### config.mk
export PLATFORM = sky130hd
export DESIGN_NAME = fdl_round_sat
export DESIGN_NICKNAME = d
export VERILOG_FILES = /design/src/hdl/fdl_pkg.sv /design/src/hdl/fdl_round_sat.sv
export SDC_FILE = /design/constraint.sdc
export NUM_CORES = 1
export LEC_CHECK = 0
export BUFFER_PORTS_ARGS = -buffer_cell sky130_fd_sc_hd__buf_2
export CAP_MARGIN = 20
export CORE_MARGIN = 3
export CORE_UTILIZATION = 46
export DETAILED_ROUTE_END_ITERATION = 12
export PLACE_DENSITY = 0.94
export SYNTH_ARGS = -nofsm -noshare
export SYNTH_HDL_FRONTEND = slang
export SYNTH_SLANG_ARGS = --single-unit
### constraint.sdc
create_clock -name vclk -period 4.3
set_input_delay 0.215 -clock vclk [all_inputs]
set_output_delay 0.215 -clock vclk [all_outputs]
set_load 0.005 [all_outputs]
### src/hdl/fdl_pkg.sv
// Shared types and constants of the FIR filter delay line unit.
`timescale 1ns / 1ps
package fdl_pkg;

  localparam int SAMPLE_WIDTH = 16;
  localparam int COEF_WIDTH   = 16;
  localparam int IDX_WIDTH    = 5;
  localparam int PROD_WIDTH   = SAMPLE_WIDTH + COEF_WIDTH;

  // Codes of the kind field.
  localparam logic KIND_SAMPLE = 1'b0;
  localparam logic KIND_COEF   = 1'b1;

  typedef struct packed {
    logic                           kind;
    logic signed [SAMPLE_WIDTH-1:0] sample_in;
    logic [IDX_WIDTH-1:0]           tap_index;
    logic signed [COEF_WIDTH-1:0]   tap_value;
  } fdl_in_t;

  typedef struct packed {
    logic signed [SAMPLE_WIDTH-1:0] filtered;
    logic                           clipped;
  } fdl_out_t;

  // Per-cell control from the sequencer.
  typedef struct packed {
    logic                         shift;
    logic                         coef_we;
    logic signed [COEF_WIDTH-1:0] coef;
  } fdl_cell_ctl_t;

endpackage

### src/hdl/fdl_round_sat.sv
// Rounds the finished sum to nearest, shifts it to Q15 and saturates it.
`timescale 1ns / 1ps
module fdl_round_sat #(
  parameter int ACC_W = 37
) (
  input  logic signed [ACC_W-1:0] acc,
  output fdl_pkg::fdl_out_t       res
);
  import fdl_pkg::*;

  localparam logic signed [ACC_W:0] RND  = (ACC_W+1)'(2 ** (COEF_WIDTH - 2));
  localparam logic signed [ACC_W:0] YMAX = (ACC_W+1)'(2 ** (SAMPLE_WIDTH - 1) - 1);
  localparam logic signed [ACC_W:0] YMIN = -(ACC_W+1)'(2 ** (SAMPLE_WIDTH - 1));

  logic signed [ACC_W:0] sum;
  logic signed [ACC_W:0] y;

  assign sum = {acc[ACC_W-1], acc} + RND;
  assign y   = sum >>> (COEF_WIDTH - 1);

  always_comb begin
    if (y > YMAX) begin
      res.filtered = YMAX[SAMPLE_WIDTH-1:0];
      res.clipped  = 1'b1;
    end else if (y < YMIN) begin
      res.filtered = YMIN[SAMPLE_WIDTH-1:0];
      res.clipped  = 1'b1;
    end else begin
      res.filtered = y[SAMPLE_WIDTH-1:0];
      res.clipped  = 1'b0;
    end
  end

endmodule

==> summary.md <==
| Metric | Value |
|---|---|
| Leakage | 0.350 nW |
| DR DRC count | 0 |
| Placed cell area | 933 sq um |
| Fillers | 121 |
| Layout area overhead | 29.7% |
| Hold_ws | 0.833 ns |
| Final std cell area, no fill | 933 sq um |
| Max Cap Violations | 0 |
| Synthesized area per cell | 6.66 sq um |
| Outcome | complete, no violations |
| Cell type with the highest aggregate area in the netlist | xor2_1 |
| DR vias | 1059 |
| CLK BUF | 0 |
| Fin nets | 185 |
| Cells resized by post-CTS repair | 0 |
| Initial core utilization | 0.520 |
| Endpoints failing setup | 0 |
| CORE AREA | 0.00138 sq mm |
| Headroom to the max-slew limit | 0.440 |
| YS warnings | 0 |
| Max VDD drop | 0.0361 mV |
| Total wire length | 2330 um |
| Power consumption | 0.0711 mW |
| Hpwl dp | 1910 um |
| DRT iter0 DRCs | 46 |
| Ports | 54 |
| Slew @ Worst Pin | 0.839 ns |
| Storage element area | 0 sq um |
| Row count | 13 |
| Sequential-to-total area share from yosys stat | 0 |
| Largest net degree at the start of global routing | 18 |
| Arr. time, crit path | 3.34 ns |
| Most frequent cells in the layout | 40 x buf_2, 11 x nand3_1, 9 x o22ai_1 |
| First-pass GRT wire length | 3730 um |
| Pre-antenna DRT Iters | 4 |
| Vias in the first global route | 908 |
| Wire per inst | 14.6 um |
| Startpoint Class | input pin |
| Sequential cell count | 0 |
| Post-synthesis cell count | 108 |
| Post-route antenna net violation count | 0 |
| Hold wc startpoint | acc[26] |
| CP Class | input pin to output port |
| Top post-synthesis cells by area | xor2_1 9.7%, xnor2_1 8.5%, o22ai_1 7.8%, nand3_1 7.7%, and3_1 4.3% |
| Class of the worst hold path | input pin to output port |
| Syn_nets | 146 |
| Die width | 45.5 um |
| Setup_tns | 0 ns |
| Tmin final | 3.56 ns |
| Pins over their slew limit | 0 |
| Final Cycle Share | 0.827 |
| Worst Path Required | 4.09 ns |
| Die area | 0.00207 sq mm |
| CP max FO | 11 |
| Leading cell type in the layout, fill and taps excluded | buf_2 |
| Share of the synthesized area in the top cell type | 0.0974 |
| Crit end category | output port |
| Postcts setup bufs | 0 |
| Ant. Diodes | 0 |
| Synthesized area | 719 sq um |
| Final hold vios | 0 |
| Share of layout cells above drive strength 1 | 0.331 |
| PortBufs | 40 |
| Routability cong. | 0.835 |
| Hold_buf cts | 0 |
| Via-to-Cell Ratio | 6.62 |
| Initial antenna violation count | 0 |
| CP Launch Point | acc[14] |
| Die height | 45.5 um |
| Total gr overflow | 0 |
| Netlist cell types | 38 |
| RSZ-0062 raised after global routing | false |
| Fmax | 0.281 GHz |
| Gr usage total | 0.228 |
| Power per Cell Area | 76.2 mW/mm^2 |
==> cells by family (layout without fill, tap and decap cells) <==
| kind of cell | after synthesis | after routing | share of synthesized area |
|---|---|---|---|
| AND/OR/NAND/NOR | 52 | 52 | 0.445 |
| AO/OA/AOI/OAI | 31 | 31 | 0.301 |
| XOR/XNOR | 15 | 15 | 0.183 |
| buffers and inverters | 9 | 46 | 0.0539 |
| adder cells (fa/ha/maj) | 1 | 1 | 0.0174 |
==> stage by stage <==
stage,cells,util,setup WS (ns)
after floorplan,108,-,1.59
after global placement,160,0.675,0.996
after detailed placement,160,0.675,0.811
after CTS,160,0.675,0.805
after global routing,160,0.675,0.557
final,160,0.675,0.743
==> cell usage after synthesis, drive strengths merged (3+ instances only) <==
| library cell | count |
|---|---|
| a21oi | 3 |
| a22oi | 4 |
| and3 | 5 |
| clkbuf | 4 |
| inv | 3 |
| nand2 | 4 |
| nand3 | 12 |
| nand3b | 4 |
| nand4 | 4 |
| nor3 | 5 |
| nor4 | 4 |
| o21ai | 4 |
| o22ai | 9 |
| or3 | 5 |
| xnor2 | 7 |
| xor2 | 8 |
==> critical path: stages <==
cell	delay (ns)
buf_2	0.11
ha_1	0.21
nand3_1	0.16
or4_1	0.56
or3_1	0.42
a222oi_1	0.76
a21boi_1	0.45
a211oi_1	0.30
buf_2	0.15
==> power by group <==
part | internal, mW | switching (mW)
combinational | 0.0315 | 0.0396
sequential | 0 | 0
clock | 0 | 0
==> layout make-up <==
| type | count | area [sq um] | share of cell area |
|---|---|---|---|
| timing repair buffer | 43 | 223 | 0.239 |
| inverter | 3 | 11.3 | 0.0121 |
| multi-input combinational | 99 | 681 | 0.729 |
| tap | 15 | 18.8 | 0.0201 |
==> path summary, 6_finish.rpt <==
check,end,slack (ns),cells past startpoint
setup / recovery,res[15],0.74,9
hold / removal,res[12],0.83,4
==> metal layers <==
metal	GRT usage	share of wire	vias up	wire length [um]
met5	0	0	-	0
met4	0.0643	0.010	0	24
met3	0.0119	0.064	2	148
li1	-	-	510	-
met1	0.272	0.39	501	913
met2	0.426	0.53	46	1240
Power figures use the tool's default switching activity.
