## config.mk

```make
export PLATFORM = sky130hd
export DESIGN_NAME = fdl_cell
export DESIGN_NICKNAME = d
export VERILOG_FILES = /design/src/hdl/fdl_pkg.sv /design/src/hdl/fdl_cell.sv
export SDC_FILE = /design/constraint.sdc
export NUM_CORES = 1
export LEC_CHECK = 0
export CORE_UTILIZATION = 45
export DETAILED_ROUTE_END_ITERATION = 7
export DONT_BUFFER_PORTS = 1
export GPL_ROUTABILITY_DRIVEN = 0
export PLACE_DENSITY_LB_ADDON = 0.2
export SYNTH_ARGS = -nofsm -noshare
export SYNTH_HDL_FRONTEND = slang
export SYNTH_SLANG_ARGS = --single-unit
```

## constraint.sdc

```tcl
create_clock -name clk -period 18.38 [get_ports clk]
set_input_delay 3.676 -clock clk [delete_from_list [all_inputs] [get_ports clk]]
set_output_delay 3.676 -clock clk [all_outputs]
set_load 0.05 [all_outputs]
```

## src/hdl/fdl_pkg.sv

```systemverilog
// Shared types and constants of the FIR filter delay line unit.
`timescale 1ns / 1ps
package fdl_pkg;

  localparam int SAMPLE_WIDTH = 16;
  localparam int COEF_WIDTH   = 16;
  localparam int IDX_WIDTH    = 5;
  localparam int PROD_WIDTH   = SAMPLE_WIDTH + COEF_WIDTH;

  // Codes of the kind field.
  localparam logic KIND_SAMPLE = 1'b0;
  localparam logic KIND_COEF   = 1'b1;

  typedef struct packed {
    logic                           kind;
    logic signed [SAMPLE_WIDTH-1:0] sample_in;
    logic [IDX_WIDTH-1:0]           tap_index;
    logic signed [COEF_WIDTH-1:0]   tap_value;
  } fdl_in_t;

  typedef struct packed {
    logic signed [SAMPLE_WIDTH-1:0] filtered;
    logic                           clipped;
  } fdl_out_t;

  // Per-cell control from the sequencer.
  typedef struct packed {
    logic                         shift;
    logic                         coef_we;
    logic signed [COEF_WIDTH-1:0] coef;
  } fdl_cell_ctl_t;

endpackage

```

## src/hdl/fdl_cell.sv

```systemverilog
// One tap cell: a delay line sample, its coefficient and one multiply-add stage.
`timescale 1ns / 1ps
module fdl_cell #(
  parameter int ACC_W = 37
) (
  input  logic                                   clk,
  input  logic                                   rst_n,
  input  fdl_pkg::fdl_cell_ctl_t                 ctl,
  input  logic signed [fdl_pkg::SAMPLE_WIDTH-1:0] smp_in,
  output logic signed [fdl_pkg::SAMPLE_WIDTH-1:0] smp_out,
  input  logic                                   tok_in,
  input  logic signed [ACC_W-1:0]                acc_in,
  output logic                                   tok_out,
  output logic signed [ACC_W-1:0]                acc_out
);
  import fdl_pkg::*;

  logic signed [SAMPLE_WIDTH-1:0] smp_r;
  logic signed [COEF_WIDTH-1:0]   coef_r;
  logic signed [PROD_WIDTH-1:0]   prod;
  logic signed [ACC_W-1:0]        acc_r;
  logic signed [ACC_W-1:0]        acc_nxt;
  logic                           tok_r;

  assign prod    = smp_r * coef_r;
  assign acc_nxt = acc_in + {{(ACC_W-PROD_WIDTH){prod[PROD_WIDTH-1]}}, prod};

  always_ff @(posedge clk) begin
    if (!rst_n) begin
      smp_r  <= '0;
      coef_r <= '0;
      tok_r  <= 1'b0;
    end else begin
      if (ctl.shift) begin
        smp_r <= smp_in;
      end
      if (ctl.coef_we) begin
        coef_r <= ctl.coef;
      end
      tok_r <= tok_in;
    end
  end

  // The partial sum is payload; the token tells when it means something.
  always_ff @(posedge clk) begin
    if (tok_in) begin
      acc_r <= acc_nxt;
    end
  end

  assign smp_out = smp_r;
  assign tok_out = tok_r;
  assign acc_out = acc_r;

endmodule

```

==> implementation parameters, run 1 <==
Parameter                              Value

Status
  Result of the run ... complete, no violations

Clock tree
  Post-CTS Hold Fix Bufs ... 0
  Clock sinks ... 70
  Buffer count from post-CTS setup fixing ... 0
  Clock-pin transition on the worst setup and hold timing paths ... roughly 0.070 ns
  Post-CTS sizing ... 0
  Inserted Clock Buffers ... 9
  Root buffer cell ... sky130_fd_sc_hd__clkbuf_16
  TritonCTS clock tree ... yes
  Number of H-tree levels ... 3
  Buffer depth of the longest clock path ... 2
  Worst-Skew Late Latency ... 0.37 ns

STA
  Unrepaired setup endpoints after global routing ... no
  Fin Hold WS ... between 0.5 and 0.6 ns
  Min cycle time layout ... just under 9 ns
  Total Negative Setup Slacks ... 0 ns
  Final worst path period share ... 0.483
  Fin. Hold Viols ... 0
  Worst setup skew after layout ... around 0.019 ns
  Worst-case headroom to the max-slew limit ... 0.193
  Maximum clock frequency ... ~110 MHz
  Count of pins over their slew limit ... 0
  Slew of the pin with the lowest slew margin ... 1.21 ns
  Setup-failing EPs final ... 0

Synth
  Sequential area share after synthesis ... 0.127
  Number of enable-type register cells in the synthesized netlist ... 37
  Count of warnings emitted by yosys ... 0
  FFs w/ async S/R, synth ... 0
  Cell Area, Synth ... about 14,000 um2
  Dominant register cell in the synthesized netlist ... sky130_fd_sc_hd__edfxtp_1
  Net Count, Synth ... around 1,900
  Number of distinct library cells after synthesis ... 56
  Synthesized instance count ... approximately 1,500
  Post-synthesis sequential element count ... 70
  Mean post-synth cell area ... roughly 9.4 um2

Drt
  Initial DRT Pass Iterations ... 5
  Total number of vias ... between 9,000 and 10,000
  Initial DRC count ... between 400 and 500
  Final routed DRC violation total ... 0
  Routed WL per cell ... approximately 18 um
  Post-route antenna net violation count ... 0
  Vias per cell ... 5.27
  Total Wirelength ... 32.7 mm

Power
  Combinational power share ... 0.514
  Switching Power ... around 0.59 mW
  Leak Pwr ... between 7 and 8 nW
  Ratio of total power to cell area ... 82.3 nW/um2
  Switching Share ... 0.488
  P_int ... slightly above 0.6 mW
  Worst IR drop on VDD ... 0.0935 mV
  Total power of the final layout ... about 1.2 mW
  Share of total power in sequential cells ... 0.319
  Clock power frac ... 0.167

GRT
  Overall track demand over capacity in global routing ... 0.220
  Vias in the first global route ... between 10,000 and 15,000
  Maximum number of pins on one net before global-route repair ... 39
  Initial antenna violation count ... 0
  First-pass GRT wire length ... 53.1 mm
  Total overflow reported by the global router ... 0

Die
  Area enclosed by the die boundary ... 31,700 um2
  Die Span X ... 178 um
  Number of core rows ... 64
  Die Span Y ... 178 um
  Starting density of the core ... 0.457
  Placeable core area ... 30,600 um2
  Count of boundary I/O pins ... 128

Final layout
  Diode insertion count for antenna repair ... 0
  Filler Cell Count ... about 3,000
  Filler-free cell count of the finished design ... about 1,900
  Layout cells sized above 1 ... 0.0253
  Layout Nets ... around 1,900
  Cell area after layout ... 14,700 um2
  Synthesis-to-finish area growth ... 5.39%

Worst setup path
  Worst setup path startpoint ... smp_out[10]
  Startpoint kind of the worst setup timing path ... flip-flop
  Category of the worst setup path capture point ... flip-flop
  Endpoint required time on the critical path ... ~18 ns
  Startpoint-to-endpoint class of the critical path ... flip-flop to flip-flop
  Crit Path Max Fanout ... 18
  Endpoint arrival time on the critical path ... around 9 ns
  Reg-to-reg critical path startpoint ... smp_out[10]

Hold path
  Hold path startpoint ... smp_out[6]
  Class of the worst hold path ... flip-flop to flip-flop

Placed design
  # placed instances ... roughly 1,800
  Count of buffers from port buffering ... 0
  Dpl hpwl ... 27.2 mm
  Placed instance area ... ~14,000 um2

Job
  Max-cap violations ... 0
## logic make-up after synthesis
| kind of cell | Yosys count | share of synthesized area |
|---|---|---|
| simple gates | 413 | 0.150 |
| fa+ha+maj | 382 | 0.484 |
| buf+inv | 344 | 0.0926 |
| compound gates | 164 | 0.0778 |
| xor+xnor | 72 | 0.0452 |
| flops | 70 | 0.127 |
| mux | 34 | 0.0244 |
## final cells by class
class / instances / area (um2) / area share
Clock buffer: 11 / 264 / 0.0179
Clock inverter: 5 / 62.6 / 0.00425
Inverter: 300 / 1130 / 0.0765
Multi-Input combinational cell: 1065 / 10900 / 0.741
Sequential cell: 70 / 1770 / 0.120
Tap cell: 396 / 495 / 0.0337
Timing Repair Buffer: 13 / 97.6 / 0.00663
## registers in the layout, summed over array words and instances (netlist names)
signal and flops:
smp_out 16, acc_out 37, tok_out 1, coef_r 16
## cells in the mapped netlist (3+ instances only)
library cell                instances  area (um2)
sky130_fd_sc_hd__clkbuf_1          43         161
sky130_fd_sc_hd__o211ai_1           5        37.5
sky130_fd_sc_hd__mux2i_1           34         340
sky130_fd_sc_hd__a31oi_1            6        37.5
sky130_fd_sc_hd__nand2_1          153         574
sky130_fd_sc_hd__xnor2_1           58         508
sky130_fd_sc_hd__nand3_1           11        55.1
sky130_fd_sc_hd__nand2b_1          11        68.8
sky130_fd_sc_hd__edfxtp_1          37        1110
sky130_fd_sc_hd__o21a_1             8        60.1
sky130_fd_sc_hd__fa_1             263        5270
sky130_fd_sc_hd__nor2_1            50         188
sky130_fd_sc_hd__nor3b_1            3        22.5
sky130_fd_sc_hd__o21ai_1            4        20.0
sky130_fd_sc_hd__ha_1             119        1490
sky130_fd_sc_hd__o21ai_0           18        90.1
sky130_fd_sc_hd__o21bai_1          11        82.6
sky130_fd_sc_hd__nor2b_1           33         206
sky130_fd_sc_hd__a21oi_1           57         285
sky130_fd_sc_hd__a211oi_1           7        52.6
sky130_fd_sc_hd__inv_1            300        1130
sky130_fd_sc_hd__xor2_1            14         123
sky130_fd_sc_hd__o221ai_1           3        26.3
sky130_fd_sc_hd__and2_1           127         795
sky130_fd_sc_hd__dfxtp_1           33         661
sky130_fd_sc_hd__and3_1             6        37.5
sky130_fd_sc_hd__a21o_1            19         143
sky130_fd_sc_hd__nor3_1             4        20.0
sky130_fd_sc_hd__o2111ai_1          3        26.3
sky130_fd_sc_hd__or3_1              5        31.3
## worst max-delay path: stages (launching register included)
cell and delay [ns]:
sky130_fd_sc_hd__dfxtp_1 1.11, sky130_fd_sc_hd__nand2_1 0.20, sky130_fd_sc_hd__fa_1 0.55, sky130_fd_sc_hd__fa_1 0.57
sky130_fd_sc_hd__fa_1 0.45, sky130_fd_sc_hd__fa_1 0.55, sky130_fd_sc_hd__inv_1 0.05, sky130_fd_sc_hd__fa_1 0.49
sky130_fd_sc_hd__fa_1 0.43, sky130_fd_sc_hd__ha_1 0.35, sky130_fd_sc_hd__a2111oi_0 0.40, sky130_fd_sc_hd__a21oi_1 0.13
sky130_fd_sc_hd__a21oi_1 0.46, sky130_fd_sc_hd__o22a_1 0.31, sky130_fd_sc_hd__o311ai_0 0.16, sky130_fd_sc_hd__a21oi_1 0.20
sky130_fd_sc_hd__xnor2_1 0.10, sky130_fd_sc_hd__ha_1 0.41, sky130_fd_sc_hd__and4_1 0.28, sky130_fd_sc_hd__and3_1 0.26
sky130_fd_sc_hd__o31ai_1 0.09, sky130_fd_sc_hd__a31oi_1 0.41, sky130_fd_sc_hd__o211ai_1 0.23, sky130_fd_sc_hd__a31oi_1 0.21
sky130_fd_sc_hd__nor2_1 0.07, sky130_fd_sc_hd__xnor2_1 0.13
## power by group through the flow
stage	Combinational (mW)	Sequential (mW)	Clock, mW
6_report	0.623	0.386	0.202
5_1_grt	0.702	0.390	0.213
2_1_floorplan	0.501	0.376	0
3_3_place_gp	0.617	0.389	0
4_1_cts	0.627	0.387	0.208
3_5_place_dp	0.624	0.390	0
## final timing paths
check                              endpoint  slack (ns)  cells past startpoint
worst max-delay path            acc_out[35]        9.51                     25
worst min-delay path             smp_out[6]        0.54                      2
worst min register to register   smp_out[6]        0.54                      2
worst max register to register  acc_out[35]        9.51                     25
## per-stage QoR
stage / setup slack [ns] / util
after detailed placement: 9.68 / 0.470
after CTS: 9.61 / 0.481
after floorplan: 10.42 / -
final: 9.51 / 0.481
after global placement: 9.71 / 0.470
after global routing: 9.00 / 0.481
## cells in the final DEF, fill, tap and decap left out, drive strengths merged, types with 3 or more instances in the layout
| cell | instances |
|---|---|
| o2111ai | 4 |
| nand3 | 11 |
| nand2 | 154 |
| and2 | 127 |
| inv | 302 |
| a2111oi | 3 |
| clkbuf | 11 |
| nor3 | 4 |
| o221ai | 3 |
| o311ai | 3 |
| dfxtp | 33 |
| fa | 263 |
| a31oi | 6 |
| o211ai | 5 |
| nor2 | 50 |
| xnor2 | 58 |
| nor2b | 33 |
| nor3b | 3 |
| nand2b | 11 |
| xor2 | 14 |
| and3 | 6 |
| o21a | 8 |
| edfxtp | 37 |
| buf | 13 |
| o21ai | 22 |
| o21bai | 11 |
| a21o | 19 |
| or3 | 5 |
| mux2i | 34 |
| ha | 119 |
| a211oi | 9 |
| a21oi | 57 |
## per-layer routing
| metal | wire length, um | track usage | vias up | share of wire |
|---|---|---|---|---|
| met5 | 0 | 0 | - | 0 |
| met1 | 13200 | 0.268 | 4964 | 0.40 |
| met2 | 17000 | 0.393 | 252 | 0.52 |
| li1 | - | - | 4546 | - |
| met3 | 1660 | 0.0356 | 41 | 0.051 |
| met4 | 799 | 0.0705 | 0 | 0.024 |
Power figures use the tool's default switching activity.
==> inputs of run 2 (changes only) <==
==> constraint.sdc (replaced) <==
create_clock -name clk -period 8.23 [get_ports clk]
set_input_delay 1.646 -clock clk [delete_from_list [all_inputs] [get_ports clk]]
set_output_delay 1.646 -clock clk [all_outputs]
set_load 0.05 [all_outputs]
==> run 2 against run 1 <==
Against the previous run: die area stayed put; clock power up 110%; sequential power rose by 120%; power rose by 130%; global-route usage increased by 0.24 points; maximum frequency up 14%; non-clock buffer count rose by 41; combinational power rose by 140%; largest cell class unchanged; sequential share of layout area shrank 0.12 points; hold slack gained 0.027 ns; flip-flop and latch count is the same; critical path type unchanged; setup slack got worse by 9.1 ns.
==> implementation parameters, run 2 (synthesis gave the netlist of run 1 again) <==
Parameter                              Value

Die
  Count of boundary I/O pins ... 128
  Die Span Y ... 178 um
  Area enclosed by the die boundary ... 31,700 um2
  Number of core rows ... between 60 and 70
  Placeable core area ... 30,600 um2
  Starting density of the core ... 0.457
  Die Span X ... roughly 180 um

GRT
  Most heavily used metal layer in global routing ... met2
  First-pass GRT wire length ... approximately 54 mm
  Global Route met3 Usage ... 0.0362
  Met2 track demand over resource ... 0.401
  Initial antenna violation count ... 1
  Total overflow reported by the global router ... 0
  Global routing met1 resource utilization ... 0.275
  Overall track demand over capacity in global routing ... 0.222
  Vias in the first global route ... a little over 10,000
  Maximum number of pins on one net before global-route repair ... 39

Worst setup path
  Endpoint arrival time on the critical path ... just under 8 ns
  Startpoint-to-endpoint class of the critical path ... flip-flop to flip-flop
  Reg-to-reg critical path startpoint ... smp_out[6]
  Capture instance of the worst register-to-register path ... acc_out[35]
  Largest stage delay, worst path ... 0.60 ns
  Category of the worst setup path capture point ... flip-flop
  Reg-to-reg setup timing slack ... between 0.4 and 0.5 ns
  Crit Path Max Fanout ... 11
  Startpoint kind of the worst setup timing path ... flip-flop
  CP dominant cell by count ... sky130_fd_sc_hd__fa_1
  Endpoint required time on the critical path ... roughly 8.3 ns
  Slowest stage cell, crit path ... sky130_fd_sc_hd__fa_1
  R2r worst-path depth ... 28

Status
  Result of the run ... complete, no violations

STA
  Worst-case headroom to the max-slew limit ... 0.357
  Fin. Hold Viols ... 0
  Setup-failing EPs final ... 0
  Count of pins over their slew limit ... 0
  Worst setup skew after layout ... between 0.015 and 0.02 ns
  Min cycle time layout ... slightly below 8 ns
  Slew of the pin with the lowest slew margin ... 0.959 ns
  Maximum clock frequency ... ~130 MHz
  Unrepaired setup endpoints after global routing ... no
  Final worst path period share ... 0.949
  Total Negative Setup Slacks ... 0 ns
  Final WS setup ... around 0.42 ns

Placed design
  Setup Slack @ Placement ... approximately 0.072 ns
  Count of buffers from port buffering ... 0
  Dpl hpwl ... 28.3 mm

Hold path
  Hold Path Depth ... 2
  Hold path startpoint ... smp_out[8]
  Hold Path Sink ... smp_out[8]
  Class of the worst hold path ... flip-flop to flip-flop

Drt
  Final routed DRC violation total ... 0
  Total number of vias ... between 9,000 and 10,000
  Initial DRT Pass Iterations ... 4
  Vias per cell ... approximately 5.3
  Total Wirelength ... roughly 33 mm
  Initial DRC count ... 446
  Post-route antenna net violation count ... 0
  Routed WL per cell ... around 17 um

Final layout
  Filler Cell Count ... about 2,900
  Most frequent standard cell in the layout excluding fill and tap cells ... sky130_fd_sc_hd__inv_1
  Number of flip-flops in the largest register ... 37
  Layout Nets ... a little under 2,000
  Leading cell types in the layout, fill and taps excluded ... sky130_fd_sc_hd__inv_1, sky130_fd_sc_hd__fa_1, sky130_fd_sc_hd__nand2_1
  Synthesis-to-finish area growth ... 7.94%
  Layout cells sized above 1 ... 0.0671

Clock tree
  Buffer depth of the longest clock path ... 2
  TritonCTS clock tree ... yes
  Root buffer cell ... sky130_fd_sc_hd__clkbuf_16
  Worst-Skew Late Latency ... ~0.36 ns
  Number of H-tree levels ... 3
  Clock sinks ... 70
  Clock-pin transition on the worst setup and hold timing paths ... around 0.07 ns
  Post-CTS Hold Fix Bufs ... 0
  Inserted Clock Buffers ... 9

Power
  Leak Pwr ... about 7.5 nW
  Worst IR drop on VDD ... around 0.18 mV
  Ratio of total power to cell area ... about 180 nW/um2

Job
  Max-cap violations ... 0
-- run 2: routing by layer --
metal | share of wire | vias to the layer above
li1 | - | 4626
met1 | 0.40 | 5073
met2 | 0.52 | 261
met3 | 0.057 | 36
met4 | 0.018 | 0
met5 | 0 | -
-- run 2: area by class of cell --
cell class	instances	area, um2	area share
repair buffers	54	422	0.0280
diodes	1	2.50	0.000166
multi-input cells	1065	10900	0.724
inverters	300	1130	0.0750
clock buffers	12	279	0.0185
flip-flops and latches	70	1800	0.119
well taps	396	495	0.0329
clock inverters	4	27.5	0.00183
-- run 2: worst max path at each step --
| stage | start | endpoint | slack [ns] |
|---|---|---|---|
| 2_1_floorplan | smp_out[15] | acc_out[36] | 0.27 |
| 3_3_place_gp | smp_out[6] | acc_out[36] | 0.24 |
| 6_report | smp_out[6] | acc_out[35] | 0.42 |
| 4_1_cts | coef_r[1] | acc_out[36] | 0.07 |
| 3_5_place_dp | coef_r[1] | acc_out[36] | 0.07 |
| 5_1_grt | smp_out[8] | acc_out[36] | 0.002 |
-- run 2: worst max-delay path, delay by kind of cell (launching register included) --
kind	cells	cell delay, ns
fa+ha+maj	8	3.62
xor+xnor	2	0.22
compound gates	11	2.43
buf+inv	4	0.46
flops	1	0.43
simple gates	3	0.40
-- run 2: timing repair --
action / in CTS / in global routing
gates resized for setup: 0 / 29
buffers inserted: 0 / 7
setup endpoints to repair: 0 / 12
-- run 2: stage by stage --
| step | util | power (mW) | hold slack (ns) | area (um2) | std cells |
|---|---|---|---|---|---|
| finish | 0.493 | 2.74 | 0.566 | 15100 | 1902 |
| global route | 0.493 | 2.94 | 0.596 | 15100 | 1902 |
| CTS | 0.489 | 2.74 | 0.567 | 15000 | 1894 |
| detailed placement | 0.479 | 2.31 | 0.555 | 14700 | 1878 |
| global placement | 0.479 | 2.29 | 0.538 | 14700 | 1878 |
| floorplan | - | 1.96 | 0.542 | 14000 | 1479 |
-- run 2: power breakdown --
group	internal (mW)	leakage, nW	switching, mW	total [mW]
clock network	0.242	0.153	0.174	0.416
logic	0.636	6.68	0.832	1.47
registers	0.522	0.642	0.332	0.854
